==> config.mk <==
export PLATFORM = sky130hd
export DESIGN_NAME = crc8_frame_decoder_core_flat
export DESIGN_NICKNAME = d
export VERILOG_FILES = /design/src/design/cfd_pkg.sv /design/src/design/cfd_ifs.sv /design/src/design/cfd_cfg_regs.sv /design/src/design/cfd_in_stage.sv /design/src/design/cfd_parser.sv /design/src/design/crc8_frame_decoder_core.sv /design/src/flat_wrapper.sv
export VERILOG_INCLUDE_DIRS = /design/src /design/src/design
export SDC_FILE = /design/constraint.sdc
export NUM_CORES = 1
export LEC_CHECK = 0
export BUFFER_PORTS_ARGS = -buffer_cell sky130_fd_sc_hd__buf_2
export CORE_MARGIN = 4
export CORE_UTILIZATION = 56
export DETAILED_ROUTE_END_ITERATION = 6
export PLACE_DENSITY = 0.88
export SYNTH_ARGS = -nofsm -noshare
export SYNTH_HDL_FRONTEND = slang
export SYNTH_SLANG_ARGS = --single-unit
==> constraint.sdc <==
create_clock -name i_clk -period 4.9 [get_ports i_clk]
set_clock_uncertainty 0.2 [all_clocks]
set_input_delay 0.49 -clock i_clk [delete_from_list [all_inputs] [get_ports i_clk]]
set_output_delay 0.49 -clock i_clk [all_outputs]
set_load 0.05 [all_outputs]
==> src/design/assert_macros.svh <==
// Assertion helpers for the RTL; included by cfd_parser.sv.
`ifndef ASSERT_MACROS_SVH
`define ASSERT_MACROS_SVH

// Property must hold at every rising clock edge outside reset.
`define ASSERT_CLK(lbl, clk, rst_n, prop, msg) \
    lbl: assert property (@(posedge clk) disable iff (!rst_n) prop) else $error(msg);

// Condition must never be seen outside reset.
`define ASSERT_NEVER(lbl, clk, rst_n, cond, msg) \
    lbl: assert property (@(posedge clk) disable iff (!rst_n) !(cond)) else $error(msg);

`endif

==> src/design/cfd_pkg.sv <==
// ----------------------------------------------------------------------------
// cfd_pkg
// Types, constants and the CRC-8 byte update shared by the frame decoder.
// ----------------------------------------------------------------------------
package cfd_pkg;

    localparam int unsigned CFG_AW = 4;

    localparam logic [1:0] REG_START_MARKER = 2'd0;
    localparam logic [1:0] REG_END_MARKER   = 2'd1;
    localparam logic [1:0] REG_MAX_LEN      = 2'd2;

    localparam logic [7:0] RST_START_MARKER = 8'h02;
    localparam logic [7:0] RST_END_MARKER   = 8'h03;
    localparam logic [7:0] RST_MAX_LEN      = 8'hFF;

    localparam logic [7:0] CRC_POLY   = 8'h07;
    localparam logic [7:0] CRC_INIT   = 8'h00;
    localparam logic [9:0] MIN_FRAME  = 10'd5;
    localparam logic [8:0] COUNT_MAX  = 9'h1FF;
    // start + command + length ahead of the payload
    localparam logic [9:0] HDR_BYTES  = 10'd3;

    typedef enum logic [2:0] {
        PH_START,
        PH_CMD,
        PH_LEN,
        PH_PAYLOAD,
        PH_CRC,
        PH_END,
        PH_DISCARD,
        PH_WAIT
    } t_phase;

    typedef enum logic [2:0] {
        ST_OK        = 3'd0,
        ST_SHORT     = 3'd1,
        ST_BAD_START = 3'd2,
        ST_BAD_LEN   = 3'd3,
        ST_BAD_CRC   = 3'd4,
        ST_BAD_END   = 3'd5
    } t_status;

    typedef struct packed {
        logic [7:0] start_marker;
        logic [7:0] end_marker;
        logic [7:0] max_len;
    } t_cfg;

    typedef struct packed {
        logic [7:0] rx_byte;
        logic       chunk_end;
    } t_in_item;

    typedef struct packed {
        logic       payload_valid;
        logic [7:0] payload_byte;
        logic       frame_done;
        logic [2:0] status;
        logic [7:0] command;
        logic [7:0] payload_length;
    } t_out_item;

    // One byte through CRC-8, MSB first, unrolled.
    function automatic logic [7:0] crc8_byte(input logic [7:0] crc, input logic [7:0] b);
        logic [7:0] c;
        c = crc ^ b;
        for (int i = 0; i < 8; i++) begin
            c = c[7] ? ((c << 1) ^ CRC_POLY) : (c << 1);
        end
        return c;
    endfunction

endpackage

==> src/design/cfd_ifs.sv <==
// ----------------------------------------------------------------------------
// cfd stream interfaces
// Valid/ready channels for received bytes and for decoder results.
// ----------------------------------------------------------------------------
interface cfd_in_if;
    logic       valid;
    logic       ready;
    logic [7:0] rx_byte;
    logic       chunk_end;

    modport source (output valid, output rx_byte, output chunk_end, input ready);
    modport sink   (input valid, input rx_byte, input chunk_end, output ready);
endinterface

interface cfd_out_if;
    logic       valid;
    logic       ready;
    logic       payload_valid;
    logic [7:0] payload_byte;
    logic       frame_done;
    logic [2:0] status;
    logic [7:0] command;
    logic [7:0] payload_length;

    modport source (output valid, output payload_valid, output payload_byte,
                    output frame_done, output status, output command,
                    output payload_length, input ready);
    modport sink   (input valid, input payload_valid, input payload_byte,
                    input frame_done, input status, input command,
                    input payload_length, output ready);
endinterface

==> src/design/cfd_cfg_regs.sv <==
// ----------------------------------------------------------------------------
// cfd_cfg_regs
// APB register file: start marker, end marker, maximum payload length.
// ----------------------------------------------------------------------------
module cfd_cfg_regs (
    input  logic                      i_clk,
    input  logic                      i_rst_n,
    input  logic                      psel,
    input  logic                      penable,
    input  logic                      pwrite,
    input  logic [cfd_pkg::CFG_AW-1:0] paddr,
    input  logic [31:0]               pwdata,
    output logic [31:0]               prdata,
    output logic                      pready,
    output cfd_pkg::t_cfg             o_cfg
);

    cfd_pkg::t_cfg r_cfg;
    logic          wr_en;
    logic [1:0]    reg_idx;

    assign pready  = 1'b1;
    assign wr_en   = psel && penable && pwrite;
    assign reg_idx = paddr[3:2];
    assign o_cfg   = r_cfg;

    always_ff @(posedge i_clk) begin
        if (!i_rst_n) begin
            r_cfg.start_marker <= cfd_pkg::RST_START_MARKER;
            r_cfg.end_marker   <= cfd_pkg::RST_END_MARKER;
            r_cfg.max_len      <= cfd_pkg::RST_MAX_LEN;
        end else if (wr_en) begin
            case (reg_idx)
                cfd_pkg::REG_START_MARKER: r_cfg.start_marker <= pwdata[7:0];
                cfd_pkg::REG_END_MARKER:   r_cfg.end_marker   <= pwdata[7:0];
                cfd_pkg::REG_MAX_LEN:      r_cfg.max_len      <= pwdata[7:0];
                default: ;
            endcase
        end
    end

    always_comb begin
        case (reg_idx)
            cfd_pkg::REG_START_MARKER: prdata = {24'd0, r_cfg.start_marker};
            cfd_pkg::REG_END_MARKER:   prdata = {24'd0, r_cfg.end_marker};
            cfd_pkg::REG_MAX_LEN:      prdata = {24'd0, r_cfg.max_len};
            default:                   prdata = 32'd0;
        endcase
    end

endmodule

==> src/design/cfd_in_stage.sv <==
// ----------------------------------------------------------------------------
// cfd_in_stage
// Input register: holds one received byte until the parser takes it.
// ----------------------------------------------------------------------------
module cfd_in_stage (
    input  logic              i_clk,
    input  logic              i_rst_n,
    cfd_in_if.sink            i_rx,
    input  logic              i_take,
    output logic              o_valid,
    output cfd_pkg::t_in_item o_item
);

    logic              r_valid;
    cfd_pkg::t_in_item r_item;
    logic              accept;

    // free slot, or the held item leaves this cycle
    assign i_rx.ready = !r_valid || i_take;
    assign accept     = i_rx.valid && i_rx.ready;
    assign o_valid    = r_valid;
    assign o_item     = r_item;

    always_ff @(posedge i_clk) begin
        if (!i_rst_n) begin
            r_valid <= 1'b0;
        end else if (accept) begin
            r_valid <= 1'b1;
        end else if (i_take) begin
            r_valid <= 1'b0;
        end
    end

    always_ff @(posedge i_clk) begin
        if (accept) begin
            r_item.rx_byte   <= i_rx.rx_byte;
            r_item.chunk_end <= i_rx.chunk_end;
        end
    end

endmodule

==> src/design/cfd_parser.sv <==
// ----------------------------------------------------------------------------
// cfd_parser
// Frame state, byte-wide CRC update and the result register.
// ----------------------------------------------------------------------------
`include "assert_macros.svh"

module cfd_parser (
    input  logic               i_clk,
    input  logic               i_rst_n,
    input  cfd_pkg::t_cfg      i_cfg,
    input  logic               i_in_valid,
    input  cfd_pkg::t_in_item  i_in,
    output logic               o_in_take,
    output logic               o_res_valid,
    output cfd_pkg::t_out_item o_res,
    input  logic               i_res_ready
);

    cfd_pkg::t_phase    r_phase, n_phase;
    logic [8:0]         r_bytes_seen, n_bytes_seen;
    logic [7:0]         r_crc, n_crc;
    logic [7:0]         r_cmd, n_cmd;
    logic [7:0]         r_len, n_len;
    cfd_pkg::t_status   r_err, n_err;
    logic               r_out_valid;
    cfd_pkg::t_out_item r_out, n_out;

    logic             fire;
    logic             pv;
    logic             done;
    logic             res_valid;
    cfd_pkg::t_status st;
    logic [9:0]       idx_p1;
    logic [9:0]       pay_end;
    logic [7:0]       crc_next;
    logic [7:0]       b;
    logic             last;

    assign fire      = i_in_valid && (!r_out_valid || i_res_ready);
    assign o_in_take = fire;
    assign b         = i_in.rx_byte;
    assign last      = i_in.chunk_end;
    assign idx_p1    = {1'b0, r_bytes_seen} + 10'd1;
    assign pay_end   = {2'b00, r_len} + cfd_pkg::HDR_BYTES;
    assign crc_next  = cfd_pkg::crc8_byte(r_crc, b);

    always_comb begin
        n_phase      = r_phase;
        n_bytes_seen = r_bytes_seen;
        n_crc        = r_crc;
        n_cmd        = r_cmd;
        n_len        = r_len;
        n_err        = r_err;
        pv           = 1'b0;
        done         = 1'b0;
        st           = cfd_pkg::ST_OK;

        case (r_phase)
            cfd_pkg::PH_START: begin
                if (b != i_cfg.start_marker) begin
                    n_err = cfd_pkg::ST_BAD_START;
                end
                n_phase = cfd_pkg::PH_CMD;
            end
            cfd_pkg::PH_CMD: begin
                n_cmd   = b;
                n_crc   = crc_next;
                n_phase = cfd_pkg::PH_LEN;
            end
            cfd_pkg::PH_LEN: begin
                n_len = b;
                n_crc = crc_next;
                if (r_err == cfd_pkg::ST_OK && b > i_cfg.max_len) begin
                    n_err = cfd_pkg::ST_BAD_LEN;
                end
                if (n_err != cfd_pkg::ST_OK) begin
                    n_phase = cfd_pkg::PH_WAIT;
                end else if (b == 8'd0) begin
                    n_phase = cfd_pkg::PH_CRC;
                end else begin
                    n_phase = cfd_pkg::PH_PAYLOAD;
                end
            end
            cfd_pkg::PH_PAYLOAD: begin
                pv    = 1'b1;
                n_crc = crc_next;
                if (idx_p1 >= pay_end) begin
                    n_phase = cfd_pkg::PH_CRC;
                end
            end
            cfd_pkg::PH_CRC: begin
                if (b != r_crc) begin
                    n_err = cfd_pkg::ST_BAD_CRC;
                end
                n_phase = cfd_pkg::PH_END;
            end
            cfd_pkg::PH_END: begin
                done = 1'b1;
                if (r_err != cfd_pkg::ST_OK) begin
                    st = r_err;
                end else if (b == i_cfg.end_marker) begin
                    st = cfd_pkg::ST_OK;
                end else begin
                    st = cfd_pkg::ST_BAD_END;
                end
            end
            cfd_pkg::PH_WAIT: begin
                // bad start or length: status at the fifth byte
                if (idx_p1 >= cfd_pkg::MIN_FRAME) begin
                    done = 1'b1;
                    st   = r_err;
                end
            end
            default: ;
        endcase

        if (r_phase != cfd_pkg::PH_DISCARD) begin
            if (r_bytes_seen != cfd_pkg::COUNT_MAX) begin
                n_bytes_seen = r_bytes_seen + 9'd1;
            end
            if (!done && last) begin
                done = 1'b1;
                st   = (idx_p1 < cfd_pkg::MIN_FRAME) ? cfd_pkg::ST_SHORT
                                                     : cfd_pkg::ST_BAD_LEN;
            end
        end

        res_valid = (pv || done) && (r_phase != cfd_pkg::PH_DISCARD);

        n_out.payload_valid  = pv;
        n_out.payload_byte   = pv ? b : 8'd0;
        n_out.frame_done     = done;
        n_out.status         = done ? st : cfd_pkg::ST_OK;
        n_out.command        = done ? n_cmd : 8'd0;
        n_out.payload_length = done ? n_len : 8'd0;

        if (last) begin
            n_phase      = cfd_pkg::PH_START;
            n_bytes_seen = 9'd0;
            n_crc        = cfd_pkg::CRC_INIT;
            n_cmd        = 8'd0;
            n_len        = 8'd0;
            n_err        = cfd_pkg::ST_OK;
        end else if (done) begin
            n_phase = cfd_pkg::PH_DISCARD;
        end
    end

    always_ff @(posedge i_clk) begin
        if (!i_rst_n) begin
            r_phase      <= cfd_pkg::PH_START;
            r_bytes_seen <= 9'd0;
            r_crc        <= cfd_pkg::CRC_INIT;
            r_cmd        <= 8'd0;
            r_len        <= 8'd0;
            r_err        <= cfd_pkg::ST_OK;
        end else if (fire) begin
            r_phase      <= n_phase;
            r_bytes_seen <= n_bytes_seen;
            r_crc        <= n_crc;
            r_cmd        <= n_cmd;
            r_len        <= n_len;
            r_err        <= n_err;
        end
    end

    always_ff @(posedge i_clk) begin
        if (!i_rst_n) begin
            r_out_valid <= 1'b0;
        end else if (fire) begin
            r_out_valid <= res_valid;
        end else if (i_res_ready) begin
            r_out_valid <= 1'b0;
        end
    end

    always_ff @(posedge i_clk) begin
        if (fire && res_valid) begin
            r_out <= n_out;
        end
    end

    assign o_res_valid = r_out_valid;
    assign o_res       = r_out;

    `ASSERT_CLK(a_res_has_content, i_clk, i_rst_n, r_out_valid |-> (r_out.payload_valid || r_out.frame_done), "result item with neither payload nor status")
    `ASSERT_CLK(a_fields_clear_before_done, i_clk, i_rst_n, (r_out_valid && !r_out.frame_done) |-> (r_out.status == cfd_pkg::ST_OK && r_out.command == 8'd0 && r_out.payload_length == 8'd0), "status fields set on a payload-only item")
    `ASSERT_CLK(a_discard_silent, i_clk, i_rst_n, (fire && r_phase == cfd_pkg::PH_DISCARD) |=> !r_out_valid, "discarded byte produced a result")
    `ASSERT_CLK(a_chunk_end_restarts, i_clk, i_rst_n, (fire && last) |=> (r_phase == cfd_pkg::PH_START && r_bytes_seen == 9'd0 && r_err == cfd_pkg::ST_OK), "chunk end did not restart the parser")

endmodule

==> src/design/crc8_frame_decoder_core.sv <==
// ----------------------------------------------------------------------------
// crc8_frame_decoder_core
// Framed byte-stream decoder with CRC-8 check; top level.
// ----------------------------------------------------------------------------
// Takes one received byte per cycle, sustained, whenever the result side keeps
// up; a byte passes the input register, then the parser's result register, on
// its way to the result port. The rate is set by the parser's step: byte-wide
// CRC-8 update and frame state change between the input register and the
// result register. Each chunk yields at most one status item, plus one item
// per payload byte; bytes after the status are dropped until chunk_end.
// Registers (APB, 4-byte stride): 0x0 start marker, 0x4 end marker, 0x8
// maximum payload length.
module crc8_frame_decoder_core (
    input  logic                       i_clk,
    input  logic                       i_rst_n,
    cfd_in_if.sink                     i_rx,
    cfd_out_if.source                  o_res,
    input  logic                       psel,
    input  logic                       penable,
    input  logic                       pwrite,
    input  logic [cfd_pkg::CFG_AW-1:0] paddr,
    input  logic [31:0]                pwdata,
    output logic [31:0]                prdata,
    output logic                       pready
);

    cfd_pkg::t_cfg      cfg;
    logic               in_valid;
    cfd_pkg::t_in_item  in_item;
    logic               in_take;
    logic               res_valid;
    cfd_pkg::t_out_item res;

    cfd_cfg_regs u_cfg (
        .i_clk   (i_clk),
        .i_rst_n (i_rst_n),
        .psel    (psel),
        .penable (penable),
        .pwrite  (pwrite),
        .paddr   (paddr),
        .pwdata  (pwdata),
        .prdata  (prdata),
        .pready  (pready),
        .o_cfg   (cfg)
    );

    cfd_in_stage u_in (
        .i_clk   (i_clk),
        .i_rst_n (i_rst_n),
        .i_rx    (i_rx),
        .i_take  (in_take),
        .o_valid (in_valid),
        .o_item  (in_item)
    );

    cfd_parser u_parser (
        .i_clk       (i_clk),
        .i_rst_n     (i_rst_n),
        .i_cfg       (cfg),
        .i_in_valid  (in_valid),
        .i_in        (in_item),
        .o_in_take   (in_take),
        .o_res_valid (res_valid),
        .o_res       (res),
        .i_res_ready (o_res.ready)
    );

    assign o_res.valid          = res_valid;
    assign o_res.payload_valid  = res.payload_valid;
    assign o_res.payload_byte   = res.payload_byte;
    assign o_res.frame_done     = res.frame_done;
    assign o_res.status         = res.status;
    assign o_res.command        = res.command;
    assign o_res.payload_length = res.payload_length;

endmodule
==> src/flat_wrapper.sv <==
// flat-port wrapper written by rule: the top's interface ports become plain ports
module crc8_frame_decoder_core_flat 
  (i_clk, i_rst_n, psel, penable, pwrite, paddr, pwdata, prdata, pready, i_rx_valid, i_rx_rx_byte, i_rx_chunk_end, i_rx_ready, o_res_valid, o_res_payload_valid, o_res_payload_byte, o_res_frame_done, o_res_status, o_res_command, o_res_payload_length, o_res_ready);
  cfd_in_if i_rx_i ();
  cfd_out_if o_res_i ();
  input  logic i_clk;
  input  logic i_rst_n;
  input  logic psel;
  input  logic penable;
  input  logic pwrite;
  input  logic [cfd_pkg::CFG_AW-1:0] paddr;
  input  logic [31:0] pwdata;
  output logic [31:0] prdata;
  output logic pready;
  input wire logic [$bits(i_rx_i.valid)-1:0] i_rx_valid;
  input wire logic [$bits(i_rx_i.rx_byte)-1:0] i_rx_rx_byte;
  input wire logic [$bits(i_rx_i.chunk_end)-1:0] i_rx_chunk_end;
  output wire logic [$bits(i_rx_i.ready)-1:0] i_rx_ready;
  output wire logic [$bits(o_res_i.valid)-1:0] o_res_valid;
  output wire logic [$bits(o_res_i.payload_valid)-1:0] o_res_payload_valid;
  output wire logic [$bits(o_res_i.payload_byte)-1:0] o_res_payload_byte;
  output wire logic [$bits(o_res_i.frame_done)-1:0] o_res_frame_done;
  output wire logic [$bits(o_res_i.status)-1:0] o_res_status;
  output wire logic [$bits(o_res_i.command)-1:0] o_res_command;
  output wire logic [$bits(o_res_i.payload_length)-1:0] o_res_payload_length;
  input wire logic [$bits(o_res_i.ready)-1:0] o_res_ready;
  assign i_rx_i.valid = i_rx_valid;
  assign i_rx_i.rx_byte = i_rx_rx_byte;
  assign i_rx_i.chunk_end = i_rx_chunk_end;
  assign i_rx_ready = i_rx_i.ready;
  assign o_res_valid = o_res_i.valid;
  assign o_res_payload_valid = o_res_i.payload_valid;
  assign o_res_payload_byte = o_res_i.payload_byte;
  assign o_res_frame_done = o_res_i.frame_done;
  assign o_res_status = o_res_i.status;
  assign o_res_command = o_res_i.command;
  assign o_res_payload_length = o_res_i.payload_length;
  assign o_res_i.ready = o_res_ready;
  crc8_frame_decoder_core u_core (.i_clk(i_clk), .i_rst_n(i_rst_n), .i_rx(i_rx_i), .o_res(o_res_i), .psel(psel), .penable(penable), .pwrite(pwrite), .paddr(paddr), .pwdata(pwdata), .prdata(prdata), .pready(pready));
endmodule
## Yosys cells after proc, flatten, opt, wreduce, memory -nomap -nowiden

Cells that the tools add are included.
W data, S select, Z words.

- Reductions and logical operators: 35
- $add $sub $neg: 3
- Eq/ne operators: 16
- Bitwise logic cells: 9
- Multiplexer cells: 46
- Order comparisons: 4

Operators with widths:

| operator | number |
|---|---|
| $mux W3 | 23 |
| $mux W8 | 6 |
| $mux W9 | 3 |
| $not A3 Y3 | 8 |
| $pmux W8 S3 | 1 |
| $ne A8 B8 Y1 | 2 |
| $pmux W3 S5 | 1 |
| $add A9 B1 Y10 const B | 1 |
| $ge A10 B3 Y1 const B | 1 |
| $ge A10 B9 Y1 | 1 |
| $lt A10 B3 Y1 const B | 1 |
| $reduce_bool A2 Y1 | 5 |
| $add A8 B2 Y9 const B | 1 |
| $add A9 B1 Y9 const B | 1 |
| $eq A3 B3 Y1 const B | 3 |
| $ne A9 B9 Y1 const B | 1 |
| $pmux W3 S3 | 1 |
| $eq A8 B8 Y1 | 1 |
| $gt A8 B8 Y1 | 1 |
| $logic_and A1 B1 Y1 | 8 |
| $logic_not A8 Y1 | 1 |
| $mux W1 | 8 |
| $reduce_and A2 Y1 | 4 |
| $xor A8 B8 Y8 | 1 |
| 20 further kinds | 29 |

- Output and inout port bits: 64
- Flip-flop bits (word level): 103
- Word-level logic and storage cells: 132

## Logic depth before layout (Yosys ltp)

- Word-level depth: 19
- Mapped depth: 12
- Mapped depth without buffers: 12

## Modules after synthesis

A second synthesis with hierarchy kept.

- Cell total of the unflattened synthesis: 627
- Area, all modules: 5,750.5 µm²

By module, submodules not included:

| module | instances | area each (µm²) | sequential area each (µm²) | cells an instance |
|---|---|---|---|---|
| cfd_parser | 1 | 4,086.4 | 1,671.6 | 457 |
| cfd_cfg_regs | 1 | 1,336.3 | 480.5 | 156 |
| cfd_in_stage | 1 | 327.8 | 290.3 | 14 |

## Worst setup path before layout

No wires, ideal clock.

- Kind: register to register
- Start: reg u_core.u_parser.r_bytes_seen[0]
- End: reg u_core.u_parser.r_out, in the netlist u_core.u_parser.o_res[0] (enable)
- Data arrival time: 3.396 ns
- Setup time: 0.425 ns
- Path slack: 0.880 ns
- Cell stages (with the launch flop): 11
- Path buffers: 0
- Clock period less this slack: 4.020 ns
- Path through: dfxtp_1 ha_1 nand3_1 nor2_1 and3_1 ha_1 nor4_1 nor2_2 o311a_4 o21ai_0 a21oi_1

- Cells in the longest elaborated chain, start to end: 11

Ends and longest elaborated chain:

| item | line | text |
|---|---|---|
| from (decl) | cfd_parser.sv:20 | `logic [8:0] r_bytes_seen, n_bytes_seen;` |
| from (signal assigned) | cfd_parser.sv:159 | `r_bytes_seen <= n_bytes_seen;` |
| $add A9 B1 Y10 (*) | cfd_parser.sv:43 | `assign idx_p1 = {1'b0, r_bytes_seen} + 10'd1;` |
| $ge A10 B3 Y1 (*) | cfd_parser.sv:109 | `if (idx_p1 >= cfd_pkg::MIN_FRAME) begin` |
| $mux W1 (*) | cfd_parser.sv:109 |  |
| $pmux W1 S2 (*) | cfd_parser.sv:58 | `case (r_phase)` |
| $logic_not A1 Y1 | cfd_parser.sv:121 | `if (!done && last) begin` |
| $logic_and A1 B1 Y1 | cfd_parser.sv:121 |  |
| $mux W1 | cfd_parser.sv:121 |  |
| $mux W1 (*) | cfd_parser.sv:117 | `if (r_phase != cfd_pkg::PH_DISCARD) begin` |
| $logic_or A1 B1 Y1 (*) | cfd_parser.sv:128 | `res_valid = (pv \|\| done) && (r_phase != cfd_pkg::PH_DISCARD);` |
| $logic_and A1 B1 Y1 (*) | cfd_parser.sv:128 |  |
| $logic_and A1 B1 Y1 (*) | cfd_parser.sv:178 | `if (fire && res_valid) begin` |
| to (signal assigned) | cfd_parser.sv:179 | `r_out <= n_out;` |
| to (decl) | cfd_parser.sv:26 | `cfd_pkg::t_out_item r_out, n_out;` |

Every way passes the cells marked *; elsewhere a longest branch is shown, timed or not.
A chain may end at the register's enable or synchronous reset.

## Worst setup path in the final report

- Start: reg u_core.u_parser.r_bytes_seen[0]
- End: reg u_core.u_parser.r_out, in the netlist u_core.u_parser.o_res[4] (enable)

Same word-level chain as after synthesis.

==> impl_results.md <==
* Status: complete, no violations
* Core ar. at 9910 um2
* Via-to-Cell Ratio at 5.83
* Met3 Use GR at 3.17%
* Detailed Route Iter0 Violations at 374
* Cell area power density at 273 nW/um2
* Starting utilization of the core area at 58.1%
* Sequential-to-total area share from yosys stat at 42.4%
* Number of rows in the core area at 36
* Post-synth EDFFs at 38
* Congestion Overflow GR at 0
* Final Instance Count excl. Fillers at 824
* Type of the tightest min-delay check: in -> reg
* Area occupied by multi-input gates at 3000 um2
* Clock-pin slew of the registers on the worst-case setup and hold paths at 0.10 ns
* DR DRC count at 0
* Global-route wire length before repair at 22.3 mm
* Commonest non-fill, non-tap cells in the layout: sky130_fd_sc_hd__nand2_1 (82), sky130_fd_sc_hd__dfxtp_1 (65), sky130_fd_sc_hd__buf_2 (64)
* Ratio of cells with drive above 1 in the final layout at 13.9%
* RSZ-0062 raised after global routing: no
* Unique cell type count in the Yosys netlist at 62
* WL/cell at 16.7 um
* Die width at 109 um
* Final setup fails at 0
* Hold buffer count at CTS at 0
* Global-route met2 utilization at 40.0%
* Full die area at 12000 um2
* Leakage power at 2.48 nW
* # Max-Cap Violations at 0
* Hold path start: i_rx_rx_byte[6]
* Sum Neg Setup Slack at 0 ns
* Pin count of the biggest net entering global routing at 36
* Number of antenna violations at the first check in global routing at 0
* Seq. cell area at 2440 um2
* H-tree levels at 3
* Count of mapped cells out of synthesis at 641
* Final Hold Viols at 0
* Post-detailed-route count of antenna-violating nets at 0
* Diodes inserted at 0
* Layout overhead on the synthesized area at 8.08%
* Worst-Margin Slew at 0.933 ns
* Clock latency reported for the late side of the worst-skew pair at 0.37 ns
* Worst-case reg-to-reg path depth at 11
* Instance count after placement with tap cells included at 808
* Worst endpoint required time at 4.79 ns
* Number of gates given a new drive strength after cts at 0
* Reg-to-reg startpoint: u_core.u_parser.r_bytes_seen[0]$_SDFFE_PN0P_
* Crit path arrival time at 3.66 ns
* Max-slew violation total from the final report at 0
* Synthesized area per cell at 8.99 um2
* Global routing met1 resource utilization at 30.7%
* WHS Path Cells at 1
* Final Net Count at 762
* Most used flip-flop cell after synthesis: sky130_fd_sc_hd__dfxtp_1
* Capturing point of the worst reg2reg path: u_core.u_parser.o_res[4]$_SDFFCE_PN0P_
* DPL Wire Length at 9.91 mm
* Register bit count reported by yosys at 103
* Number of global-route vias before repair at 4603
* Detailed-route via count at 4805
* Critical setup path kind: reg -> reg
* Final Critical Period at 3.77 ns
* Final estimated routing congestion in global placement at 0.965
* Root Buffer Master: sky130_fd_sc_hd__clkbuf_8
* Number of warnings printed during yosys synthesis at 0
* CTS Buf Count at 9
* Capturing element type of the critical path: register
* Post-CTS setup buffers at 0
* Clock Tree Buf Depth at 2
* Share of the core filled with cells at 62.8%
* Number of I/O pins at 116
* Number of clock sinks at 103
* Drt first pass iters at 5
* Maximum operating frequency at 0.265 GHz
* Die Y-Extent at 109 um
* TritonCTS clock tree: yes
* Mapped cell area at 5760 um2
* R2r setup slk at 1.13 ns
* VDD IR-drop max at 0.142 mV
* Commonest non-fill, non-tap cell in the layout: sky130_fd_sc_hd__nand2_1
* Async set-reset flop share out of synthesis at 0%
* Most used routing layer: met2
* Endpoint with the worst hold slack: u_core.u_in.o_item[7]$_DFFE_PP_
* PortBufs at 64
* Portion of the clock cycle consumed by the worst path in the final layout at 76.9%
* Filler cell count at 865
* Post-Route WL at 13.8 mm
* Type of element launching the critical path: register
* Highest net fanout along the worst path at 29
* Total Routing Usage GR at 23.6%
* Worst slew margin relative to its limit at 37.3%
[registers in the layout, indices dropped and copies added (netlist names)]
signal                        flops
u_core.u_parser.o_res            29
u_core.u_cfg.o_cfg               24
u_core.u_in.o_item                9
u_core.u_parser.r_bytes_seen      9
u_core.u_parser.r_cmd             8
u_core.u_parser.r_crc             8
u_core.u_parser.r_len             8
u_core.u_parser.r_err             3
u_core.u_parser.r_phase           3
u_core.u_in.o_valid               1
u_core.u_parser.o_res_valid       1
[worst max-delay path by stage]
stage | startpoint | to | cells past startpoint
3_3_place_gp | u_core.u_parser.r_bytes_seen[0]$_SDFFE_PN0P_ | u_core.u_parser.o_res[10]$_SDFFCE_PN0P_ | 11
3_5_place_dp | u_core.u_parser.r_bytes_seen[0]$_SDFFE_PN0P_ | u_core.u_parser.o_res[10]$_SDFFCE_PN0P_ | 11
4_1_cts | u_core.u_parser.r_bytes_seen[0]$_SDFFE_PN0P_ | u_core.u_parser.o_res[3]$_SDFFCE_PN0P_ | 11
2_1_floorplan | u_core.u_parser.r_bytes_seen[0]$_SDFFE_PN0P_ | u_core.u_parser.o_res[0]$_SDFFCE_PN0P_ | 10
5_1_grt | u_core.u_parser.r_bytes_seen[0]$_SDFFE_PN0P_ | u_core.u_parser.o_res[5]$_SDFFCE_PN0P_ | 11
6_report | u_core.u_parser.r_bytes_seen[0]$_SDFFE_PN0P_ | u_core.u_parser.o_res[4]$_SDFFCE_PN0P_ | 11
[metal layers]
layer  wire length (um)  vias to the layer above  share of wire [%]
li1                   -                     2298                  -
met1               5710                     2238                 41
met2               6520                      236                 47
met3               1160                       33                8.4
met4                377                        0                2.7
met5                  0                        -                  0
[cell families (layout without fill, tap and decap cells)]
group                    Yosys count  after routing  share of synthesized area (%)
flip-flops                       103            103                           42.4
AO/OA/AOI/OAI                    138            138                           16.1
other                              2             25                          0.130
adder cells (fa/ha/maj)           24             24                           5.21
XOR/XNOR                          47             47                           7.38
buffers and inverters             78            105                           7.02
multiplexers                      19             19                           3.32
AND/OR/NAND/NOR                  230            230                           18.4
[per-stage QoR]
stage | hold slack [ns] | instance area (um2) | power (mW) | worst slack, ns
finish | 0.0944 | 6230 | 1.70 | 1.13
global route | 0.0813 | 6230 | 1.77 | 0.858
CTS | 0.0835 | 6230 | 1.71 | 1.17
detailed placement | 0.281 | 6040 | 1.21 | 1.21
global placement | 0.272 | 6040 | 1.20 | 1.35
floorplan | 0.259 | 5850 | 1.16 | 0.880
[synthesized netlist by cell type (2+ instances only)]
| master | number | area [um2] |
|---|---|---|
| sky130_fd_sc_hd__or3_1 | 3 | 18.8 |
| sky130_fd_sc_hd__ha_1 | 24 | 300 |
| sky130_fd_sc_hd__xnor2_1 | 23 | 201 |
| sky130_fd_sc_hd__nand3_1 | 20 | 100 |
| sky130_fd_sc_hd__nor2b_1 | 7 | 43.8 |
| sky130_fd_sc_hd__a21o_1 | 7 | 52.6 |
| sky130_fd_sc_hd__nor2_1 | 62 | 233 |
| sky130_fd_sc_hd__a22oi_1 | 21 | 158 |
| sky130_fd_sc_hd__buf_1 | 2 | 7.51 |
| sky130_fd_sc_hd__o211ai_1 | 11 | 82.6 |
| sky130_fd_sc_hd__and3_1 | 8 | 50.1 |
| sky130_fd_sc_hd__buf_2 | 2 | 10.0 |
| sky130_fd_sc_hd__a211oi_1 | 2 | 15.0 |
| sky130_fd_sc_hd__xor2_1 | 23 | 201 |
| sky130_fd_sc_hd__o21a_1 | 5 | 37.5 |
| sky130_fd_sc_hd__nand2b_1 | 3 | 18.8 |
| sky130_fd_sc_hd__a21oi_1 | 46 | 230 |
| sky130_fd_sc_hd__buf_4 | 27 | 203 |
| sky130_fd_sc_hd__nand2_1 | 82 | 308 |
| sky130_fd_sc_hd__and2_1 | 9 | 56.3 |
| sky130_fd_sc_hd__conb_1 | 2 | 7.51 |
| sky130_fd_sc_hd__o21ai_1 | 4 | 20.0 |
| sky130_fd_sc_hd__dfxtp_1 | 65 | 1300 |
| sky130_fd_sc_hd__nand4_1 | 5 | 31.3 |
| sky130_fd_sc_hd__mux2i_1 | 18 | 180 |
| sky130_fd_sc_hd__inv_1 | 21 | 78.8 |
| sky130_fd_sc_hd__o21ai_0 | 21 | 105 |
| sky130_fd_sc_hd__o2111ai_1 | 3 | 26.3 |
| sky130_fd_sc_hd__nor3_1 | 12 | 60.1 |
| sky130_fd_sc_hd__clkbuf_1 | 25 | 93.8 |
| sky130_fd_sc_hd__nor4_1 | 7 | 43.8 |
| sky130_fd_sc_hd__edfxtp_1 | 38 | 1140 |
| sky130_fd_sc_hd__or2_2 | 2 | 12.5 |
| sky130_fd_sc_hd__nand3b_1 | 3 | 22.5 |
[area by class of cell]
| class | instances | share of cell area [%] |
|---|---|---|
| Multi-Input combinational cell | 483 | 48.3 |
| Sequential cell | 103 | 39.2 |
| Timing Repair Buffer | 68 | 5.63 |
| Tap cell | 133 | 2.67 |
| Clock buffer | 9 | 1.99 |
| Inverter | 21 | 1.27 |
| Clock inverter | 7 | 0.965 |
[power by group]
group / internal (mW) / leakage (nW) / total, mW / switching, mW
combinational: 0.0695 / 1.50 / 0.255 / 0.185
sequential: 0.906 / 0.882 / 0.940 / 0.0343
clock: 0.197 / 0.0988 / 0.506 / 0.309
[worst max-delay path, stage by stage (launching register included)]
cell	delay, ns
sky130_fd_sc_hd__dfxtp_1	0.47
sky130_fd_sc_hd__ha_1	0.34
sky130_fd_sc_hd__nand3_1	0.24
sky130_fd_sc_hd__nor2_1	0.19
sky130_fd_sc_hd__and3_1	0.18
sky130_fd_sc_hd__ha_1	0.30
sky130_fd_sc_hd__nor4_1	0.54
sky130_fd_sc_hd__nor2_2	0.10
sky130_fd_sc_hd__o311a_4	0.37
sky130_fd_sc_hd__o21ai_0	0.21
sky130_fd_sc_hd__a21oi_2	0.08
sky130_fd_sc_hd__buf_4	0.27
No activity file was read; power rests on OpenSTA's default activity.
